<file path="src/sdms_pkg.sv">
// Package for the step/direction move sequencer.
// Holds the phase codes, configuration register indexes and reset defaults.
// No dependencies.
package sdms_pkg;

  // Move sequence phases.
  localparam logic [1:0] PH_FWD_MOVE    = 2'd0;
  localparam logic [1:0] PH_PAUSE       = 2'd1;
  localparam logic [1:0] PH_REV_MOVE    = 2'd2;
  localparam logic [1:0] PH_FINAL_PAUSE = 2'd3;

  // Configuration register indexes.
  localparam int unsigned CFG_INDEX_WIDTH = 3;
  localparam int unsigned CFG_DATA_WIDTH  = 32;

  typedef logic [CFG_INDEX_WIDTH-1:0] cfg_index_t;
  typedef logic [CFG_DATA_WIDTH-1:0]  cfg_data_t;

  localparam cfg_index_t REG_STEP_HIGH   = 3'd0;
  localparam cfg_index_t REG_STEP_LOW    = 3'd1;
  localparam cfg_index_t REG_PULSES      = 3'd2;
  localparam cfg_index_t REG_PAUSE_BEFORE = 3'd3;
  localparam cfg_index_t REG_PAUSE_AFTER = 3'd4;
  localparam cfg_index_t REG_JOG_INTERVAL = 3'd5;

  // Register reset values.
  localparam logic [9:0]  STEP_HIGH_RESET    = 10'd5;
  localparam logic [15:0] STEP_LOW_RESET     = 16'd307;
  localparam logic [15:0] PULSES_RESET       = 16'd6400;
  localparam logic [31:0] PAUSE_BEFORE_RESET = 32'd1000000;
  localparam logic [31:0] PAUSE_AFTER_RESET  = 32'd5000000;
  localparam logic [31:0] JOG_INTERVAL_RESET = 32'd100000;

endpackage

</file>
<file path="src/step_dir_move_sequencer.sv">
// Step/direction move sequencer: forward move, pause, reverse move, final
// pause with alternating jog pulses. Depends on sdms_pkg.
//
// The result of an accepted input transaction is registered and shown in the next cycle.
// Throughput: one input transaction per cycle; all sequencing for a tick is
// done in one pass of logic between the state registers and the result
// register, so the only limit is back pressure on the result channel.
// Reset (rst, synchronous): configuration returns to its defaults, the
// sequence restarts at the forward move with position zero, no result held.
module step_dir_move_sequencer #(
  parameter int unsigned TIMER_WIDTH    = 32,
  parameter int unsigned POSITION_WIDTH = 32
) (
  input  logic                      clk,
  input  logic                      rst,
  // Input channel.
  input  logic                      in_valid,
  output logic                      in_stall,
  input  logic                      tick,
  // Result channel.
  output logic                      out_valid,
  input  logic                      out_stall,
  output logic                      step_level,
  output logic                      dir_level,
  output logic signed [31:0]        position,
  output logic [1:0]                phase,
  // Configuration write channel.
  input  logic                      cfg_valid,
  output logic                      cfg_ready,
  input  sdms_pkg::cfg_index_t      cfg_index,
  input  sdms_pkg::cfg_data_t       cfg_data
);
  import sdms_pkg::*;

  // Saturating increment for the pause and jog timers.
  function automatic logic [TIMER_WIDTH-1:0] timer_inc(input logic [TIMER_WIDTH-1:0] t);
    timer_inc = (&t) ? t : t + TIMER_WIDTH'(1);
  endfunction

  // A timer has run out at its limit or at its maximum.
  function automatic logic timer_done(input logic [TIMER_WIDTH-1:0] t,
                                      input logic [31:0] limit);
    timer_done = (&t) || ({32'b0, t} >= {{TIMER_WIDTH{1'b0}}, limit});
  endfunction

  // Configuration registers.
  logic [9:0]  step_high_ticks;
  logic [15:0] step_low_ticks;
  logic [15:0] pulses_per_move;
  logic [31:0] pause_before_ticks;
  logic [31:0] pause_after_ticks;
  logic [31:0] jog_interval_ticks;

  // Sequencer state.
  logic [1:0]                phase_reg, phase_reg_next;
  logic                      pulse_high, pulse_high_next;
  logic [15:0]               phase_timer, phase_timer_next;
  logic [15:0]               pulse_counter, pulse_counter_next;
  logic [TIMER_WIDTH-1:0]    pause_timer, pause_timer_next;
  logic [TIMER_WIDTH-1:0]    jog_timer, jog_timer_next;
  logic                      jog_active, jog_active_next;
  logic                      jog_first, jog_first_next;
  logic                      jog_direction, jog_direction_next;
  logic [POSITION_WIDTH-1:0] position_reg, position_reg_next;

  // State after a possible jog start on this tick.
  logic        jog_start;
  logic        eff_pulse_high;
  logic [15:0] eff_phase_timer;
  logic        eff_jog_active;
  logic        eff_jog_direction;

  // Pulse timing results.
  logic [15:0] pulse_limit;
  logic [16:0] phase_timer_inc;
  logic        pulse_phase_end;
  logic        pulse_done;
  logic [15:0] pulse_counter_inc;
  logic [TIMER_WIDTH-1:0] pause_timer_inc;
  logic [POSITION_WIDTH+31:0] position_ext;

  logic in_accept;
  logic res_step;
  logic res_dir;

  assign in_stall  = out_valid && out_stall;
  assign in_accept = in_valid && !in_stall;
  assign cfg_ready = 1'b1;

  // Configuration writes; unknown indexes are dropped.
  always_ff @(posedge clk) begin
    if (rst) begin
      step_high_ticks    <= STEP_HIGH_RESET;
      step_low_ticks     <= STEP_LOW_RESET;
      pulses_per_move    <= PULSES_RESET;
      pause_before_ticks <= PAUSE_BEFORE_RESET;
      pause_after_ticks  <= PAUSE_AFTER_RESET;
      jog_interval_ticks <= JOG_INTERVAL_RESET;
    end else if (cfg_valid && cfg_ready) begin
      case (cfg_index)
        REG_STEP_HIGH:    step_high_ticks    <= cfg_data[9:0];
        REG_STEP_LOW:     step_low_ticks     <= cfg_data[15:0];
        REG_PULSES:       pulses_per_move    <= cfg_data[15:0];
        REG_PAUSE_BEFORE: pause_before_ticks <= cfg_data;
        REG_PAUSE_AFTER:  pause_after_ticks  <= cfg_data;
        REG_JOG_INTERVAL: jog_interval_ticks <= cfg_data;
        default: ;
      endcase
    end
  end

  // A jog starts on a tick of the final pause when none is active and
  // either it is the first one of the phase or the interval has run out.
  always_comb begin
    jog_start = tick && (phase_reg == PH_FINAL_PAUSE) && !jog_active &&
                (jog_first || timer_done(jog_timer, jog_interval_ticks));
    eff_pulse_high    = jog_start ? 1'b1  : pulse_high;
    eff_phase_timer   = jog_start ? 16'd0 : phase_timer;
    eff_jog_active    = jog_active || jog_start;
    eff_jog_direction = jog_start ? !jog_direction : jog_direction;
  end

  // Pin levels for the tick being consumed.
  always_comb begin
    unique case (phase_reg)
      PH_FWD_MOVE: begin
        res_step = eff_pulse_high;
        res_dir  = 1'b1;
      end
      PH_PAUSE: begin
        res_step = 1'b0;
        res_dir  = 1'b1;
      end
      PH_REV_MOVE: begin
        res_step = eff_pulse_high;
        res_dir  = 1'b0;
      end
      default: begin
        res_step = eff_jog_active && eff_pulse_high;
        res_dir  = eff_jog_direction;
      end
    endcase
  end

  // One tick of the current pulse: high part, then low part.
  always_comb begin
    pulse_limit     = eff_pulse_high ? {6'b0, step_high_ticks} : step_low_ticks;
    phase_timer_inc = {1'b0, eff_phase_timer} + 17'd1;
    pulse_phase_end = phase_timer_inc >= {1'b0, pulse_limit};
    pulse_done      = pulse_phase_end && !eff_pulse_high;
    pulse_counter_inc = pulse_counter + 16'd1;
    pause_timer_inc   = timer_inc(pause_timer);
  end

  // Next state for a tick.
  always_comb begin
    phase_reg_next     = phase_reg;
    pulse_high_next    = eff_pulse_high;
    phase_timer_next   = eff_phase_timer;
    pulse_counter_next = pulse_counter;
    pause_timer_next   = pause_timer;
    jog_timer_next     = jog_timer;
    jog_active_next    = eff_jog_active;
    jog_first_next     = jog_start ? 1'b0 : jog_first;
    jog_direction_next = eff_jog_direction;
    position_reg_next  = position_reg;

    unique case (phase_reg)
      PH_FWD_MOVE, PH_REV_MOVE: begin
        pulse_high_next  = pulse_phase_end ? !eff_pulse_high : eff_pulse_high;
        phase_timer_next = pulse_phase_end ? 16'd0 : phase_timer_inc[15:0];
        if (pulse_done) begin
          position_reg_next = (phase_reg == PH_FWD_MOVE) ?
                              position_reg + POSITION_WIDTH'(1) :
                              position_reg - POSITION_WIDTH'(1);
          pulse_counter_next = pulse_counter_inc;
          if (pulse_counter_inc >= pulses_per_move || pulse_counter_inc == 16'd0) begin
            pause_timer_next = '0;
            if (phase_reg == PH_FWD_MOVE) begin
              phase_reg_next = PH_PAUSE;
            end else begin
              phase_reg_next = PH_FINAL_PAUSE;
              jog_first_next = 1'b1;
            end
          end
        end
      end
      PH_PAUSE: begin
        pause_timer_next = pause_timer_inc;
        if (timer_done(pause_timer_inc, pause_before_ticks)) begin
          phase_reg_next     = PH_REV_MOVE;
          pulse_counter_next = 16'd0;
          pulse_high_next    = 1'b1;
          phase_timer_next   = 16'd0;
        end
      end
      default: begin
        pause_timer_next = pause_timer_inc;
        if (eff_jog_active) begin
          pulse_high_next  = pulse_phase_end ? !eff_pulse_high : eff_pulse_high;
          phase_timer_next = pulse_phase_end ? 16'd0 : phase_timer_inc[15:0];
          if (pulse_done) begin
            position_reg_next = eff_jog_direction ?
                                position_reg + POSITION_WIDTH'(1) :
                                position_reg - POSITION_WIDTH'(1);
            jog_active_next = 1'b0;
            jog_timer_next  = '0;
          end
        end else begin
          jog_timer_next = timer_inc(jog_timer);
        end
        // The final pause ends only once no jog is in flight.
        if (!jog_active_next && timer_done(pause_timer_inc, pause_after_ticks)) begin
          phase_reg_next     = PH_FWD_MOVE;
          pulse_counter_next = 16'd0;
          pulse_high_next    = 1'b1;
          phase_timer_next   = 16'd0;
        end
      end
    endcase
  end

  // State registers advance only on an accepted tick.
  always_ff @(posedge clk) begin
    if (rst) begin
      phase_reg     <= PH_FWD_MOVE;
      pulse_high    <= 1'b1;
      phase_timer   <= 16'd0;
      pulse_counter <= 16'd0;
      pause_timer   <= '0;
      jog_timer     <= '0;
      jog_active    <= 1'b0;
      jog_first     <= 1'b1;
      jog_direction <= 1'b0;
      position_reg  <= '0;
    end else if (in_accept && tick) begin
      phase_reg     <= phase_reg_next;
      pulse_high    <= pulse_high_next;
      phase_timer   <= phase_timer_next;
      pulse_counter <= pulse_counter_next;
      pause_timer   <= pause_timer_next;
      jog_timer     <= jog_timer_next;
      jog_active    <= jog_active_next;
      jog_first     <= jog_first_next;
      jog_direction <= jog_direction_next;
      position_reg  <= position_reg_next;
    end
  end

  // Result register: low 32 bits of the position, zero filled when narrower.
  assign position_ext = {32'b0, position_reg};

  always_ff @(posedge clk) begin
    if (rst) begin
      out_valid <= 1'b0;
    end else if (in_accept) begin
      out_valid <= 1'b1;
    end else if (!out_stall) begin
      out_valid <= 1'b0;
    end
  end

  always_ff @(posedge clk) begin
    if (in_accept) begin
      step_level <= res_step;
      dir_level  <= res_dir;
      position   <= signed'(position_ext[31:0]);
      phase      <= phase_reg;
    end
  end

endmodule

</file>
<file path="config.mk">
export PLATFORM = sky130hd
export DESIGN_NAME = step_dir_move_sequencer
export DESIGN_NICKNAME = d
export VERILOG_FILES = /design/src/sdms_pkg.sv /design/src/step_dir_move_sequencer.sv
export SDC_FILE = /design/constraint.sdc
export NUM_CORES = 1
export LEC_CHECK = 0
export CORE_ASPECT_RATIO = 1.4
export CORE_UTILIZATION = 55
export DETAILED_ROUTE_END_ITERATION = 8
export DONT_BUFFER_PORTS = 1
export PLACE_DENSITY = 0.76
export SYNTH_ARGS = -nofsm -noshare
export SYNTH_HDL_FRONTEND = slang
export SYNTH_SLANG_ARGS = --single-unit
</file>
<file path="constraint.sdc">
create_clock -name clk -period 6.8 [get_ports clk]
set_clock_uncertainty 0.15 [all_clocks]
set_input_delay 0 -clock clk [delete_from_list [all_inputs] [get_ports clk]]
set_output_delay 0 -clock clk [all_outputs]
set_load 0.05 [all_outputs]
</file>
**Word level (Yosys, flattened, before mapping)**

Cells that the tools add are included.

- Bits in registers: 309
- Input bits: 41
- Output and inout port bits: 39
- Word-level logic and storage cells: 140

- Add/sub/neg operators: 6
- Magnitude comparators: 5
- Eq/ne operators: 14
- Mux-type cells: 50
- Bitwise logic cells: 2
- Reduce and logical (&&, ||, !) cells: 42

Operators with widths:

| kind | number |
|---|---|
| $mux 32 | 12 |
| $mux 16 | 9 |
| $add 32x1->32 const B | 3 |
| $ge 32x32->1 | 3 |
| $reduce_and 32->1 | 3 |
| $pmux 16 s2 | 2 |
| $pmux 32 s2 | 1 |
| $sub 32x1->32 const B | 1 |
| $add 16x1->17 const B | 1 |
| $ge 17x16->1 | 1 |
| $mux 1 | 17 |
| $add 16x1->16 const B | 1 |
| $ge 16x16->1 | 1 |
| $logic_not 16->1 | 1 |
| $reduce_and 2->1 | 6 |
| $reduce_and 4->1 | 3 |
| $mux 2 | 5 |
| $logic_and 1x1->1 | 9 |
| $ne 2x1->1 const B | 4 |
| $eq 3x2->1 const B | 2 |
| $eq 3x3->1 const B | 2 |
| $logic_or 1x1->1 | 6 |
| $pmux 1 s2 | 3 |
| $logic_not 1->1 | 5 |
| 14 further kinds | 18 |

**Longest topological paths before layout**

Gate-level depths: netlist of run 1.

- Depth in word-level cells: 15
- Depth in mapped cells: 32
- Depth with buffers taken out: 29

**Worst setup path before layout of run 1**

No wires, ideal clock.

- Path type: reg-to-reg
- From: reg jog_interval_ticks[13]
- To: reg jog_timer[27]
- Setup time: 128 ps
- Arrival time: 5867 ps
- Data required time: 6522 ps
- Path slack: 656 ps
- Cell stages (with the launch flop): 28
- Buffers on the path: 2
- Period minus slack after synthesis: 6144 ps
- Path through: dfxtp_1 -> inv_1 -> ha_1 -> a21oi_1 -> o21bai_1 -> a2111oi_0 -> o21ai_0 -> a21oi_2 -> nor2_1 -> nor2_1 -> clkbuf_1 -> mux2i_1 -> ha_1 -> nor2b_1 -> o21a_1 -> o21ai_0 -> and3_1 -> o41ai_1 -> a21oi_1 -> inv_1 -> ha_1 -> a21o_1 -> nor2_1 -> nor4_1 -> clkbuf_1 -> nand4_1 -> xor2_1 -> nor2_1

- Longest elaborated chain between the ends: 10
- Elaborated cells on any way between the ends: 16
- Classes of those cells: 1 x add/sub; 2 x order compare; 2 x eq/ne; 4 x mux; 7 x reduce/logical

Ends and longest elaborated chain:

| what | line | source |
|---|---|---|
| from (decl) | step_dir_move_sequencer.sv:52 | `logic [31:0] jog_interval_ticks;` |
| from (signal assigned) | step_dir_move_sequencer.sv:106 | `REG_JOG_INTERVAL: jog_interval_ticks <= cfg_data;` |
| $ge 32x32->1 (*) | step_dir_move_sequencer.sv:43 | `timer_done = (&t) \|\| ({32'b0, t} >= {{TIMER_WIDTH{1'b0}}, limit});` |
| $logic_or 1x1->1 (*) | step_dir_move_sequencer.sv:43 |  |
| $logic_or 1x1->1 (*) | step_dir_move_sequencer.sv:116 | `(jog_first \|\| timer_done(jog_timer, jog_interval_ticks));` |
| $logic_and 1x1->1 (*) | step_dir_move_sequencer.sv:115 | `jog_start = tick && (phase_reg == PH_FINAL_PAUSE) && !jog_active &&` |
| $mux 16 or $mux 1 (tied branches) | step_dir_move_sequencer.sv:118, step_dir_move_sequencer.sv:117 |  |
| $add 16x1->17 or $mux 16 (tied branches) | step_dir_move_sequencer.sv:148, step_dir_move_sequencer.sv:147 |  |
| $ge 17x16->1 | step_dir_move_sequencer.sv:149 | `pulse_phase_end = phase_timer_inc >= {1'b0, pulse_limit};` |
| $logic_and 1x1->1 | step_dir_move_sequencer.sv:150 | `pulse_done = pulse_phase_end && !eff_pulse_high;` |
| $ne 2x1->1 (no source line) | n/a |  |
| $reduce_and 4->1 (no source line) | n/a |  |
| to (signal assigned) | step_dir_move_sequencer.sv:242 | `jog_timer <= jog_timer_next;` |
| to (decl) | step_dir_move_sequencer.sv:60 | `logic [TIMER_WIDTH-1:0] jog_timer, jog_timer_next;` |

Every way passes the cells marked *; elsewhere a longest branch is shown, timed or not.
A chain may end at the register's enable or synchronous reset.

**Worst setup path after layout of run 1**

- From: reg jog_timer[3]
- To: reg phase_timer[3]

- Longest elaborated chain between the ends: 15
- Elaborated cells on any way between the ends: 23
- Classes of those cells: 1 x add/sub; 2 x order compare; 11 x mux; 9 x reduce/logical

Ends and longest elaborated chain:

| what | line | source |
|---|---|---|
| $ge 32x32->1 or $reduce_and 32->1 (tied branches) | step_dir_move_sequencer.sv:43 |  |
| $logic_or 1x1->1 (*) | step_dir_move_sequencer.sv:43 |  |
| $logic_or 1x1->1 (*) | step_dir_move_sequencer.sv:116 |  |
| $logic_and 1x1->1 (*) | step_dir_move_sequencer.sv:115 |  |
| $mux 16 or $mux 1 (tied branches) | step_dir_move_sequencer.sv:118, step_dir_move_sequencer.sv:117 |  |
| $add 16x1->17 or $mux 16 (tied branches) | step_dir_move_sequencer.sv:148, step_dir_move_sequencer.sv:147 |  |
| $ge 17x16->1 | step_dir_move_sequencer.sv:149 |  |
| $logic_and 1x1->1 | step_dir_move_sequencer.sv:150 |  |
| $mux 1 | step_dir_move_sequencer.sv:202 | `if (pulse_done) begin` |
| $mux 1 | step_dir_move_sequencer.sv:199 | `if (eff_jog_active) begin` |
| $mux 1 | step_dir_move_sequencer.sv:168 | `unique case (phase_reg)` |
| $logic_not 1->1 | step_dir_move_sequencer.sv:213 | `if (!jog_active_next && timer_done(pause_timer_inc, pause_after_ticks)) begin` |
| $logic_and 1x1->1 | step_dir_move_sequencer.sv:213 |  |
| $mux 16 | step_dir_move_sequencer.sv:213 |  |
| $pmux 16 s2 (*) | step_dir_move_sequencer.sv:168 |  |
| to (signal assigned) | step_dir_move_sequencer.sv:239 | `phase_timer <= phase_timer_next;` |
| to (decl) | step_dir_move_sequencer.sv:57 | `logic [15:0] phase_timer, phase_timer_next;` |

Every way passes the cells marked *; elsewhere a longest branch is shown, timed or not. The select of a mux whose other input is x is not followed.

==> results by group, run 1 <==
GRT
  – Largest net degree at the start of global routing: 188
  – Vias in the first global route: 15500
  – First-pass GRT wire length: 80.3 mm
  – Initial antenna violation count: 10
  – Total congestion overflow: 0
  – Gr usage total: 30.9%

Finish
  – FF+latch area: 6550 um^2
  – Design Area, Final: 19700 um^2
  – Commonest non-fill, non-tap cell in the layout: nand2_1
  – Most frequent cells in the layout: nand2_1, dfxtp_1, a21oi_1
  – Nets: 2353
  – Layout area overhead: 12.0%
  – Post-layout util: 62.5%
  – # fillers: 2684
  – Max reg flops: 64
  – Final std cells w/o fill: 2598
  – Layout cells sized above 1: 6.69%
  – Footprint of the multi-input gates: 10100 um^2

Timing
  – Max Slew Vio Count: 0
  – Min cycle time layout: 6420 ps
  – Setup violators final: 0
  – Fin. Hold Viols: 1
  – Final TNS setup: 0 ps
  – FMAX: 0.156 GHz
  – Worst-Margin Slew: 1220 ps
  – RSZ-0062 raised after global routing: false
  – Min Hold Slack: -3.03 ps
  – Period utilization: 94.3%
  – Slew headroom: 18.1%

Route
  – 1st-pass router iterations: 7
  – DRC viols: 0
  – Met3 routed WL: 3.34 mm
  – Post-Route M1 WL: 18.2 mm
  – DR top layer: met5
  – DR WL/cell: 19.5 um
  – Met2 routed WL: 25.1 mm
  – Vias: 16000
  – Initial DRC count: 1144
  – Post-route ant nets: 0
  – Post-DR vias/cell: 6.17
  – Detailed Route WL: 50.7 mm

Die
  – Total die area: 32700 um^2
  – Core box area: 31500 um^2
  – Initial core utilization: 55.8%
  – Chip width: 153 um
  – Cell row count: 77
  – Die height: 214 um
  – IO Count: 80

CTS
  – H-tree depth: 1
  – TritonCTS clock tree: built
  – Longest Clk Path Bufs: 3
  – CTS Root Cell: clkbuf_16
  – Worst-path clk slew: 70 ps
  – TritonCTS Buffers: 31
  – Clock Latency Late Sink: 590 ps
  – # clock sinks: 309

Place
  – Dpl cell area: 17900 um^2
  – Placed instance count: 2469
  – Final HPWL DP: 35.3 mm
  – RePlAce Congestion: 0.973
  – I/O Buffers: 0

Worst setup path
  – Slowest cell delay on critical path: 610 ps
  – Type of origin of the critical path: register
  – Slowest cell on the critical path: or4_4
  – CP endpoint kind: register
  – Crit-path max FO: 13
  – Setup CP Type: reg -> reg
  – Critical path required time: 7180 ps
  – Data arrival time of the critical path: 6790 ps

Logic synthesis
  – EDFF count, synth: 36
  – Adder-cell share of the synthesized area: 9.97%
  – Top-area cell type share of the netlist area: 31.1%
  – Mapped Cells: 2154
  – Syn nets: 2335
  – Post-Syn Area: 17600 um^2
  – XOR/XNOR share of the synthesized area: 4.73%
  – Asr flop ratio synth: 0%
  – Largest cells by area after synthesis: dfxtp_1, ha_1, nand2_1
  – Sequential-to-total area share from yosys stat: 37.3%
  – Combinational family with the most area after synthesis: simple AND/OR/NAND/NOR gates
  – Cell taking the most area after synthesis: dfxtp_1
  – Top FF cell, synth: dfxtp_1
  – Count of cell types in the netlist: 86
  – #FFs+latches synth: 309
  – Synth Area in Simple Gates: 23.4%
  – Mux cell area share after synthesis: 2.04%
  – Synth warn: 0
  – Compound-cell area share of the yosys netlist: 17.2%
  – Syn_area_per_cell: 8.16 um^2

Run
  – Maxcap violations: 0

Pwr
  – Pleak: 7.67 nW
  – Max IR drop VDD: 192 uV
  – Power density cells: 201 nW/um^2

Status
  – Failing checks: hold timing
  – Outcome: finished with violations

Min path
  – Min-Delay Path Class: in -> reg
==> synthesized netlist by cell type (17+ instances only) <==
library cell / count
a21o_1: 25
a21oi_1: 185
a22o_1: 31
and3_1: 44
clkbuf_1: 89
dfxtp_1: 273
edfxtp_1: 36
ha_1: 140
inv_1: 138
mux2_2: 17
nand2_1: 369
nand3_1: 78
nand4_1: 52
nor2_1: 145
nor2b_1: 20
nor3_1: 35
nor4_1: 17
o211ai_1: 32
o21ai_0: 55
or3_1: 26
xnor2_1: 42
xor2_1: 53
==> layer usage <==
layer / vias to the layer above / track usage [%]
li1: 7637 / -
met1: 7521 / 31.3
met2: 640 / 55.6
met3: 230 / 6.06
met4: 4 / 25.1
met5: - / 0
==> cell type report <==
| type | count | share of cell area (%) |
|---|---|---|
| Timing Repair Buffer | 94 | 4.48 |
| Multi-Input combinational cell | 1597 | 51.6 |
| Tap cell | 395 | 2.51 |
| Inverter | 139 | 2.65 |
| Antenna cell | 7 | 0.0890 |
| Clock inverter | 16 | 1.06 |
| Clock buffer | 41 | 4.34 |
| Sequential cell | 309 | 33.3 |
==> worst max-delay path, delay by kind of cell (launching register included) <==
family | cells | cell delay (ps)
AND/OR/NAND/NOR | 10 | 2300
AO/OA/AOI/OAI | 9 | 2080
adder cells (fa/ha/maj) | 3 | 750
buffers and inverters | 3 | 470
flip-flops | 1 | 430
XOR/XNOR | 1 | 180
==> kinds of logic (layout without fill, tap and decap cells) <==
family          Yosys count  count (layout)
mux                      33              33
buf+inv                 248             290
simple gates            866             866
fa+ha+maj               140             140
flops                   309             309
other cells               1               8
xor+xnor                 95              95
compound gates          462             462
==> where the power goes <==
group          switching, mW  total [mW]  internal, mW
sequential            0.0474        1.92          1.87
clock                  0.741        1.81          1.07
combinational          0.144       0.216        0.0722
total                  0.932        3.95          3.02
==> final timing paths <==
kind | start | endpoint | slack (ps) | cells after the start
max reg2reg | jog_timer[3]$_SDFFE_PP0P_ | phase_timer[3]$_SDFFE_PP0P_ | 380 | 26
max | jog_timer[3]$_SDFFE_PP0P_ | phase_timer[3]$_SDFFE_PP0P_ | 380 | 26
min reg2reg | pulses_per_move[2]$_SDFFE_PP0P_ | pulses_per_move[2]$_SDFFE_PP0P_ | 300 | 2
min | cfg_index[1] | pause_before_ticks[7]$_SDFFE_PP0P_ | -3 | 3
==> per-stage QoR <==
stage               hold slack, ps  power, mW  setup WS (ps)
floorplan                    -26.0       2.08            656
global placement             -63.3       2.10            209
detailed placement           -58.7       2.10           48.6
CTS                         0.0454       3.96           40.3
global route                  5.60       4.06           2.05
finish                       -3.03       3.95            385
==> timing repair <==
action	CTS	global route
endpoints found under the setup margin	0	65
hold buffers	63	0
setup buffers	0	2
endpoints found under the hold margin	270	0
gates resized for setup	0	18
Power figures use the tool's default switching activity.
==> run 2, diff against run 1 <==
--- a/config.mk
+++ b/config.mk
@@ -9,6 +9,7 @@
 export CORE_UTILIZATION = 55
 export DETAILED_ROUTE_END_ITERATION = 8
 export DONT_BUFFER_PORTS = 1
+export MAX_ROUTING_LAYER = met4
 export PLACE_DENSITY = 0.76
 export SYNTH_ARGS = -nofsm -noshare
 export SYNTH_HDL_FRONTEND = slang
==> results by group, run 2 (synthesis gave the netlist of run 1 again) <==
Worst setup path
  – Setup crit start: jog_timer[2]$_SDFFE_PP0P_
  – Data arrival time of the critical path: 6760 ps (-30 ps)
  – Setup CP Type: reg -> reg
  – R2R Setup Slk: 410 ps (+30 ps)
  – Crit-path max FO: 13 (unchanged)
  – Slowest cell delay on critical path: 600 ps (about the same)
  – Critical path required time: 7170 ps (about the same)
  – R2R Path End: phase_timer[11]$_SDFFE_PP0P_
  – R2R Path Start: jog_timer[2]$_SDFFE_PP0P_
  – Type of origin of the critical path: register
  – Worst Reg-to-Reg Cells: 28 (+7.7%)
  – CP endpoint kind: register
  – Slowest cell on the critical path: or4_4

GRT
  – First-pass GRT wire length: 80.2 mm (about the same)
  – Largest net degree at the start of global routing: 188 (unchanged)
  – Vias in the first global route: 15600 (+0.64%)
  – Gr usage total: 31.8% (+0.90 points)
  – Total congestion overflow: 0 (unchanged)
  – Initial antenna violation count: 12 (+2)

CTS
  – Clock Latency Late Sink: 580 ps (about the same)
  – TritonCTS Buffers: 31 (unchanged)
  – CTS Root Cell: clkbuf_16
  – H-tree depth: 1 (unchanged)
  – Longest Clk Path Bufs: 3 (unchanged)
  – # clock sinks: 309 (unchanged)
  – Worst-path clk slew: 60 ps (about the same)
  – TritonCTS clock tree: built

Status
  – Outcome: finished, final reports clean

Pwr
  – Pleak: 7.67 nW (about the same)
  – Power density cells: 196 nW/um^2 (-2.1%)
  – Comb power frac: 5.5% (about the same)
  – Sequential Power Share: 49.6% (+0.9 points)
  – Pint: 2.95 mW (-2.1%)
  – Sw power: 0.918 mW (-1.4%)
  – Max IR drop VDD: 189 uV (-1.6%)
  – Pwr Total: 3.87 mW (-1.9%)
  – Power share of the clock group: 44.9% (-0.9 points)
  – Net Sw Frac: 23.7% (+0.11 points)

Route
  – Vias: 15900 (-0.73%)
  – 1st-pass router iterations: 5 (-2)
  – Detailed Route WL: 50.5 mm (-0.47%)
  – Post-DR vias/cell: 6.10 (-1.1%)
  – DR WL/cell: 19.4 um (-0.88%)
  – Initial DRC count: 1107 (-3.2%)
  – Post-route ant nets: 0 (unchanged)
  – DRC viols: 0 (unchanged)

Timing
  – RSZ-0062 raised after global routing: true
  – Period utilization: 93.9% (-0.44 points)
  – Setup violators final: 0 (unchanged)
  – Slew headroom: 13.7% (-4.4 points)
  – Worst-Margin Slew: 1290 ps (+66.5 ps)
  – Min Hold Slack: 30.6 ps (+33.6 ps)
  – Fin. Hold Viols: 0 (-1)
  – FMAX: 0.157 GHz (+0.47%)
  – Max Slew Vio Count: 0 (unchanged)
  – Min cycle time layout: 6390 ps (-30.1 ps)

Place
  – Placed instance count: 2467 (-0.081%)
  – Final HPWL DP: 35.4 mm (about the same)
  – I/O Buffers: 0 (unchanged)
  – RePlAce Congestion: 0.967 (-0.62%)

Finish
  – Final std cells w/o fill: 2609 (+0.42%)
  – Max reg flops: 64 (unchanged)
  – Footprint of the multi-input gates: 10100 um^2 (-0.16%)
  – Most frequent cells in the layout: nand2_1, dfxtp_1, a21oi_1
  – Post-layout util: 62.5% (+0.083 points)
  – Commonest non-fill, non-tap cell in the layout: nand2_1
  – Layout area overhead: 12.1%
  – Nets: 2358 (+0.21%)
  – FF+latch area: 6550 um^2 (about the same)
  – # fillers: 2674 (-0.37%)
  – Layout cells sized above 1: 6.36% (-0.33 points)

Run
  – Maxcap violations: 0 (unchanged)

Die
  – Total die area: 32700 um^2 (unchanged)
  – Chip width: 153 um (unchanged)
  – Initial core utilization: 55.8% (unchanged)
  – IO Count: 80 (unchanged)
  – Core box area: 31500 um^2 (unchanged)
  – Cell row count: 77 (unchanged)
  – Die height: 214 um (unchanged)

Min path
  – Min-Delay Path Class: in -> reg
  – Hold Startpoint: cfg_data[29]
  – Hold path depth: 3 (unchanged)
  – Hold EP: pause_after_ticks[29]$_SDFFE_PP0P_
[run 2: worst max-delay path by stage]
stage | slack (ps) | depth (start not counted) | to
after floorplan | 660 | 27 | jog_timer[27]$_SDFFE_PP0P_
after global placement | 150 | 29 | jog_timer[29]$_SDFFE_PP0P_
after detailed placement | -80 | 29 | jog_timer[31]$_SDFFE_PP0P_
after CTS | 90 | 29 | position_reg[20]$_SDFFE_PP0P_
after global routing | -20 | 27 | position_reg[20]$_SDFFE_PP0P_
final | 410 | 28 | phase_timer[11]$_SDFFE_PP0P_
[run 2: what timing repair did]
action                                 in CTS  in global routing
endpoints found under the hold margin     270                  0
gates resized for setup                     1                 13
pin swaps                                   0                  1
hold buffers                               71                  0
setup endpoints to repair                  11                109
setup buffers                               0                  1
[run 2: per-layer routing]
metal  GRT usage [%]  share of wire, %
met1            32.5                37
met2            56.2                49
met3            4.18               5.3
met4            23.4               7.9
met5               -                 0
[run 2: final cells by class]
cell class | instances | area share, %
multi-input combinational | 1597 | 51.4
sequential | 309 | 33.2
tap | 395 | 2.51
inverter | 139 | 2.65
antenna | 13 | 0.165
clock buffer | 51 | 4.93
timing repair buffer | 99 | 4.78
clock inverter | 6 | 0.305
[run 2: worst max-delay path: cells and delay by family (launching register included)]
kind	cells	cell delay (ps)
AO/OA/AOI/OAI	11	2040
flip-flops	1	430
AND/OR/NAND/NOR	12	2700
buffers and inverters	2	280
adder cells (fa/ha/maj)	3	700
[run 2: metrics by stage]
| stage | area [um^2] | TNS, ps | setup WS (ps) |
|---|---|---|---|
| after floorplan | 17600 | 0 | 656 |
| after global placement | 17900 | 0 | 149 |
| after detailed placement | 17900 | -569 | -79.7 |
| after CTS | 19600 | 0 | 93.8 |
| after global routing | 19700 | -22.6 | -22.6 |
| final | 19700 | 0 | 415 |
[run 2: power groups by stage]
stage | clock network, mW | logic (mW) | registers (mW)
finish | 1.74 | 0.213 | 1.92
global route | 1.83 | 0.231 | 1.92
CTS | 1.77 | 0.208 | 1.92
detailed placement | 0 | 0.140 | 1.96
global placement | 0 | 0.136 | 1.96
floorplan | 0 | 0.118 | 1.96
==> run 3, diff against run 2 <==
--- a/config.mk
+++ b/config.mk
@@ -6,11 +6,11 @@
 export NUM_CORES = 1
 export LEC_CHECK = 0
 export CORE_ASPECT_RATIO = 1.4
-export CORE_UTILIZATION = 55
+export CORE_UTILIZATION = 39
 export DETAILED_ROUTE_END_ITERATION = 8
 export DONT_BUFFER_PORTS = 1
 export MAX_ROUTING_LAYER = met4
-export PLACE_DENSITY = 0.76
+export PLACE_DENSITY = 0.59
 export SYNTH_ARGS = -nofsm -noshare
 export SYNTH_HDL_FRONTEND = slang
 export SYNTH_SLANG_ARGS = --single-unit
==> constraint.sdc (replaced) <==
create_clock -name clk -period 6.2 [get_ports clk]
set_clock_uncertainty 0.15 [all_clocks]
set_input_delay 0 -clock clk [delete_from_list [all_inputs] [get_ports clk]]
set_output_delay 0 -clock clk [all_outputs]
set_load 0.05 [all_outputs]
==> results by group, run 3 (synthesis gave the netlist of run 1 again) <==
Worst setup path
  – Setup CP Type: reg -> reg
  – CP endpoint kind: register
  – Slowest cell on the critical path: nor4b_4
  – Bufs and invs on worst path: 3 (+1)
  – Top delay family on crit path: simple AND/OR/NAND/NOR gates
  – Critical path required time: 6520 ps (-650 ps)
  – Type of origin of the critical path: register
  – R2R Path End: phase_timer[3]$_SDFFE_PP0P_
  – R2R Setup Slk: 270 ps (-140 ps)
  – Slowest cell delay on critical path: 370 ps (-230 ps)
  – Worst Reg-to-Reg Cells: 29 (+3.6%)
  – Data arrival time of the critical path: 6240 ps (-520 ps)
  – Crit-path max FO: 13 (unchanged)
  – R2R Path Start: jog_interval_ticks[31]$_SDFFE_PP0P_

Timing
  – FMAX: 0.169 GHz (+7.7%)
  – Setup violators final: 0 (unchanged)
  – Slew headroom: 20.3% (+6.6 points)
  – Min cycle time layout: 5930 ps (-459 ps)
  – Min Hold Slack: 29.4 ps (-1.18 ps)
  – Max Slew Vio Count: 0 (unchanged)
  – Final WS setup: 274 ps (-141 ps)
  – Worst-Margin Slew: 1190 ps (-100 ps)
  – Period utilization: 95.6% (+1.7 points)
  – Fin. Hold Viols: 0 (unchanged)

Pwr
  – Power density cells: 216 nW/um^2 (+10%)
  – Pwr Total: 4.34 mW (+12%)
  – Max IR drop VDD: 193 uV (+2.4%)
  – Pleak: 7.79 nW (+1.5%)

Min path
  – Hold EP: out_valid$_SDFFE_PP0P_
  – Min-Delay Path Class: in -> reg
  – Hold path depth: 2 (-1)
  – Hold Startpoint: in_valid

Route
  – Vias: 15600 (-2.2%)
  – Detailed Route WL: 50.7 mm (+0.42%)
  – Initial DRC count: 757 (-32%)
  – 1st-pass router iterations: 5 (unchanged)
  – DR WL/cell: 18.3 um (-5.6%)
  – DRC viols: 0 (unchanged)
  – Post-route ant nets: 0 (unchanged)
  – Post-DR vias/cell: 5.61 (-8.1%)

Die
  – Die height: 253 um (+19%)
  – Total die area: 45900 um^2 (+41%)
  – Chip width: 181 um (+19%)
  – Cell row count: 91 (+18%)
  – Initial core utilization: 39.7% (-16 points)
  – IO Count: 80 (unchanged)
  – Core box area: 44300 um^2 (+41%)

Finish
  – Nets: 2365 (+0.30%)
  – Commonest non-fill, non-tap cell in the layout: nand2_1
  – Max reg flops: 64 (unchanged)
  – Layout area overhead: 14.1%
  – Most frequent cells in the layout: nand2_1, dfxtp_1, a21oi_1
  – Post-layout util: 45.3% (-17 points)
  – Design Area, Final: 20100 um^2 (+1.8%)
  – Layout cells sized above 1: 7.97% (+1.6 points)

CTS
  – Worst-path clk slew: 60 ps (about the same)
  – CTS Root Cell: clkbuf_16
  – H-tree depth: 2 (+1)
  – # clock sinks: 309 (unchanged)
  – Longest Clk Path Bufs: 3 (unchanged)
  – TritonCTS Buffers: 34 (+9.7%)
  – TritonCTS clock tree: built
  – Clock Latency Late Sink: 540 ps (-40 ps)

Place
  – Dpl cell area: 18200 um^2 (+1.9%)
  – Placement Setup Slack: -195 ps (-115 ps)
  – Final HPWL DP: 35.9 mm (+1.6%)
  – I/O Buffers: 0 (unchanged)
  – RePlAce Congestion: 0.890 (-7.9%)

GRT
  – First-pass GRT wire length: 80.7 mm (+0.57%)
  – Total congestion overflow: 0 (unchanged)
  – Largest net degree at the start of global routing: 188 (unchanged)
  – Gr usage total: 22.6% (-9.2 points)
  – Vias in the first global route: 15100 (-3.0%)
  – Initial antenna violation count: 10 (-2)

Run
  – Maxcap violations: 0 (unchanged)

Status
  – Outcome: finished, final reports clean
[run 3: cell count changes in the layout (fill, tap and decap cells not counted), moves of 4 or more]
cell           previous run  this run
diode_2                  13         9
dlygate4sd3_1            70        53
clkbuf_8                 10         3
clkinv_2                  3         7
buf_4                    27        43
[run 3: timing repair]
| action | CTS | global route |
|---|---|---|
| setup buffers | 0 | 4 |
| hold buffers | 54 | 0 |
| gates cloned | 0 | 2 |
| pin swaps | 0 | 9 |
| endpoints found under the hold margin | 235 | 0 |
| gates resized for setup | 6 | 28 |
| setup endpoints to repair | 34 | 129 |
[run 3: area by class of cell]
class                      instances  area [um^2]
multi-input combinational       1597        10200
tap                              558          698
timing repair buffer             103          953
fill                            4291        24200
clock buffer                      45          922
sequential                       309         6550
clock inverter                    15          153
antenna                            9         22.5
inverter                         139          522
[run 3: worst max-delay path by stage]
stage / to / cells past startpoint / from
global placement: phase_timer[4]$_SDFFE_PP0P_ / 29 / jog_interval_ticks[29]$_SDFFE_PP0P_
finish: phase_timer[3]$_SDFFE_PP0P_ / 29 / jog_interval_ticks[31]$_SDFFE_PP0P_
floorplan: jog_timer[27]$_SDFFE_PP0P_ / 27 / jog_interval_ticks[13]$_SDFFE_PP0P_
detailed placement: phase_timer[3]$_SDFFE_PP0P_ / 29 / jog_interval_ticks[29]$_SDFFE_PP0P_
global route: jog_timer[29]$_SDFFE_PP0P_ / 31 / jog_interval_ticks[13]$_SDFFE_PP0P_
CTS: phase_timer[3]$_SDFFE_PP0P_ / 29 / jog_timer[9]$_SDFFE_PP0P_
[run 3: through the flow]
| step | TNS (ps) | std cells |
|---|---|---|
| 3_5_place_dp | -2480 | 2646 |
| 2_1_floorplan | 0 | 2154 |
| 5_1_grt | -1390 | 2774 |
| 6_report | 0 | 2775 |
| 3_3_place_gp | -628 | 2646 |
| 4_1_cts | 0 | 2760 |
[run 3: metal layers]
layer	up-vias	share of wire, %	track usage [%]	wire, um
met4	0	5.0	11.4	2520
met2	382	51	40.7	26000
li1	7692	-	-	-
met1	7368	40	24.0	20100
met3	122	4.3	3.12	2170
met5	-	0	-	0
[run 3: report_power, final]
part / internal, mW / switching, mW
logic: 0.0817 / 0.156
clock network: 1.14 / 0.855
registers: 2.06 / 0.0520
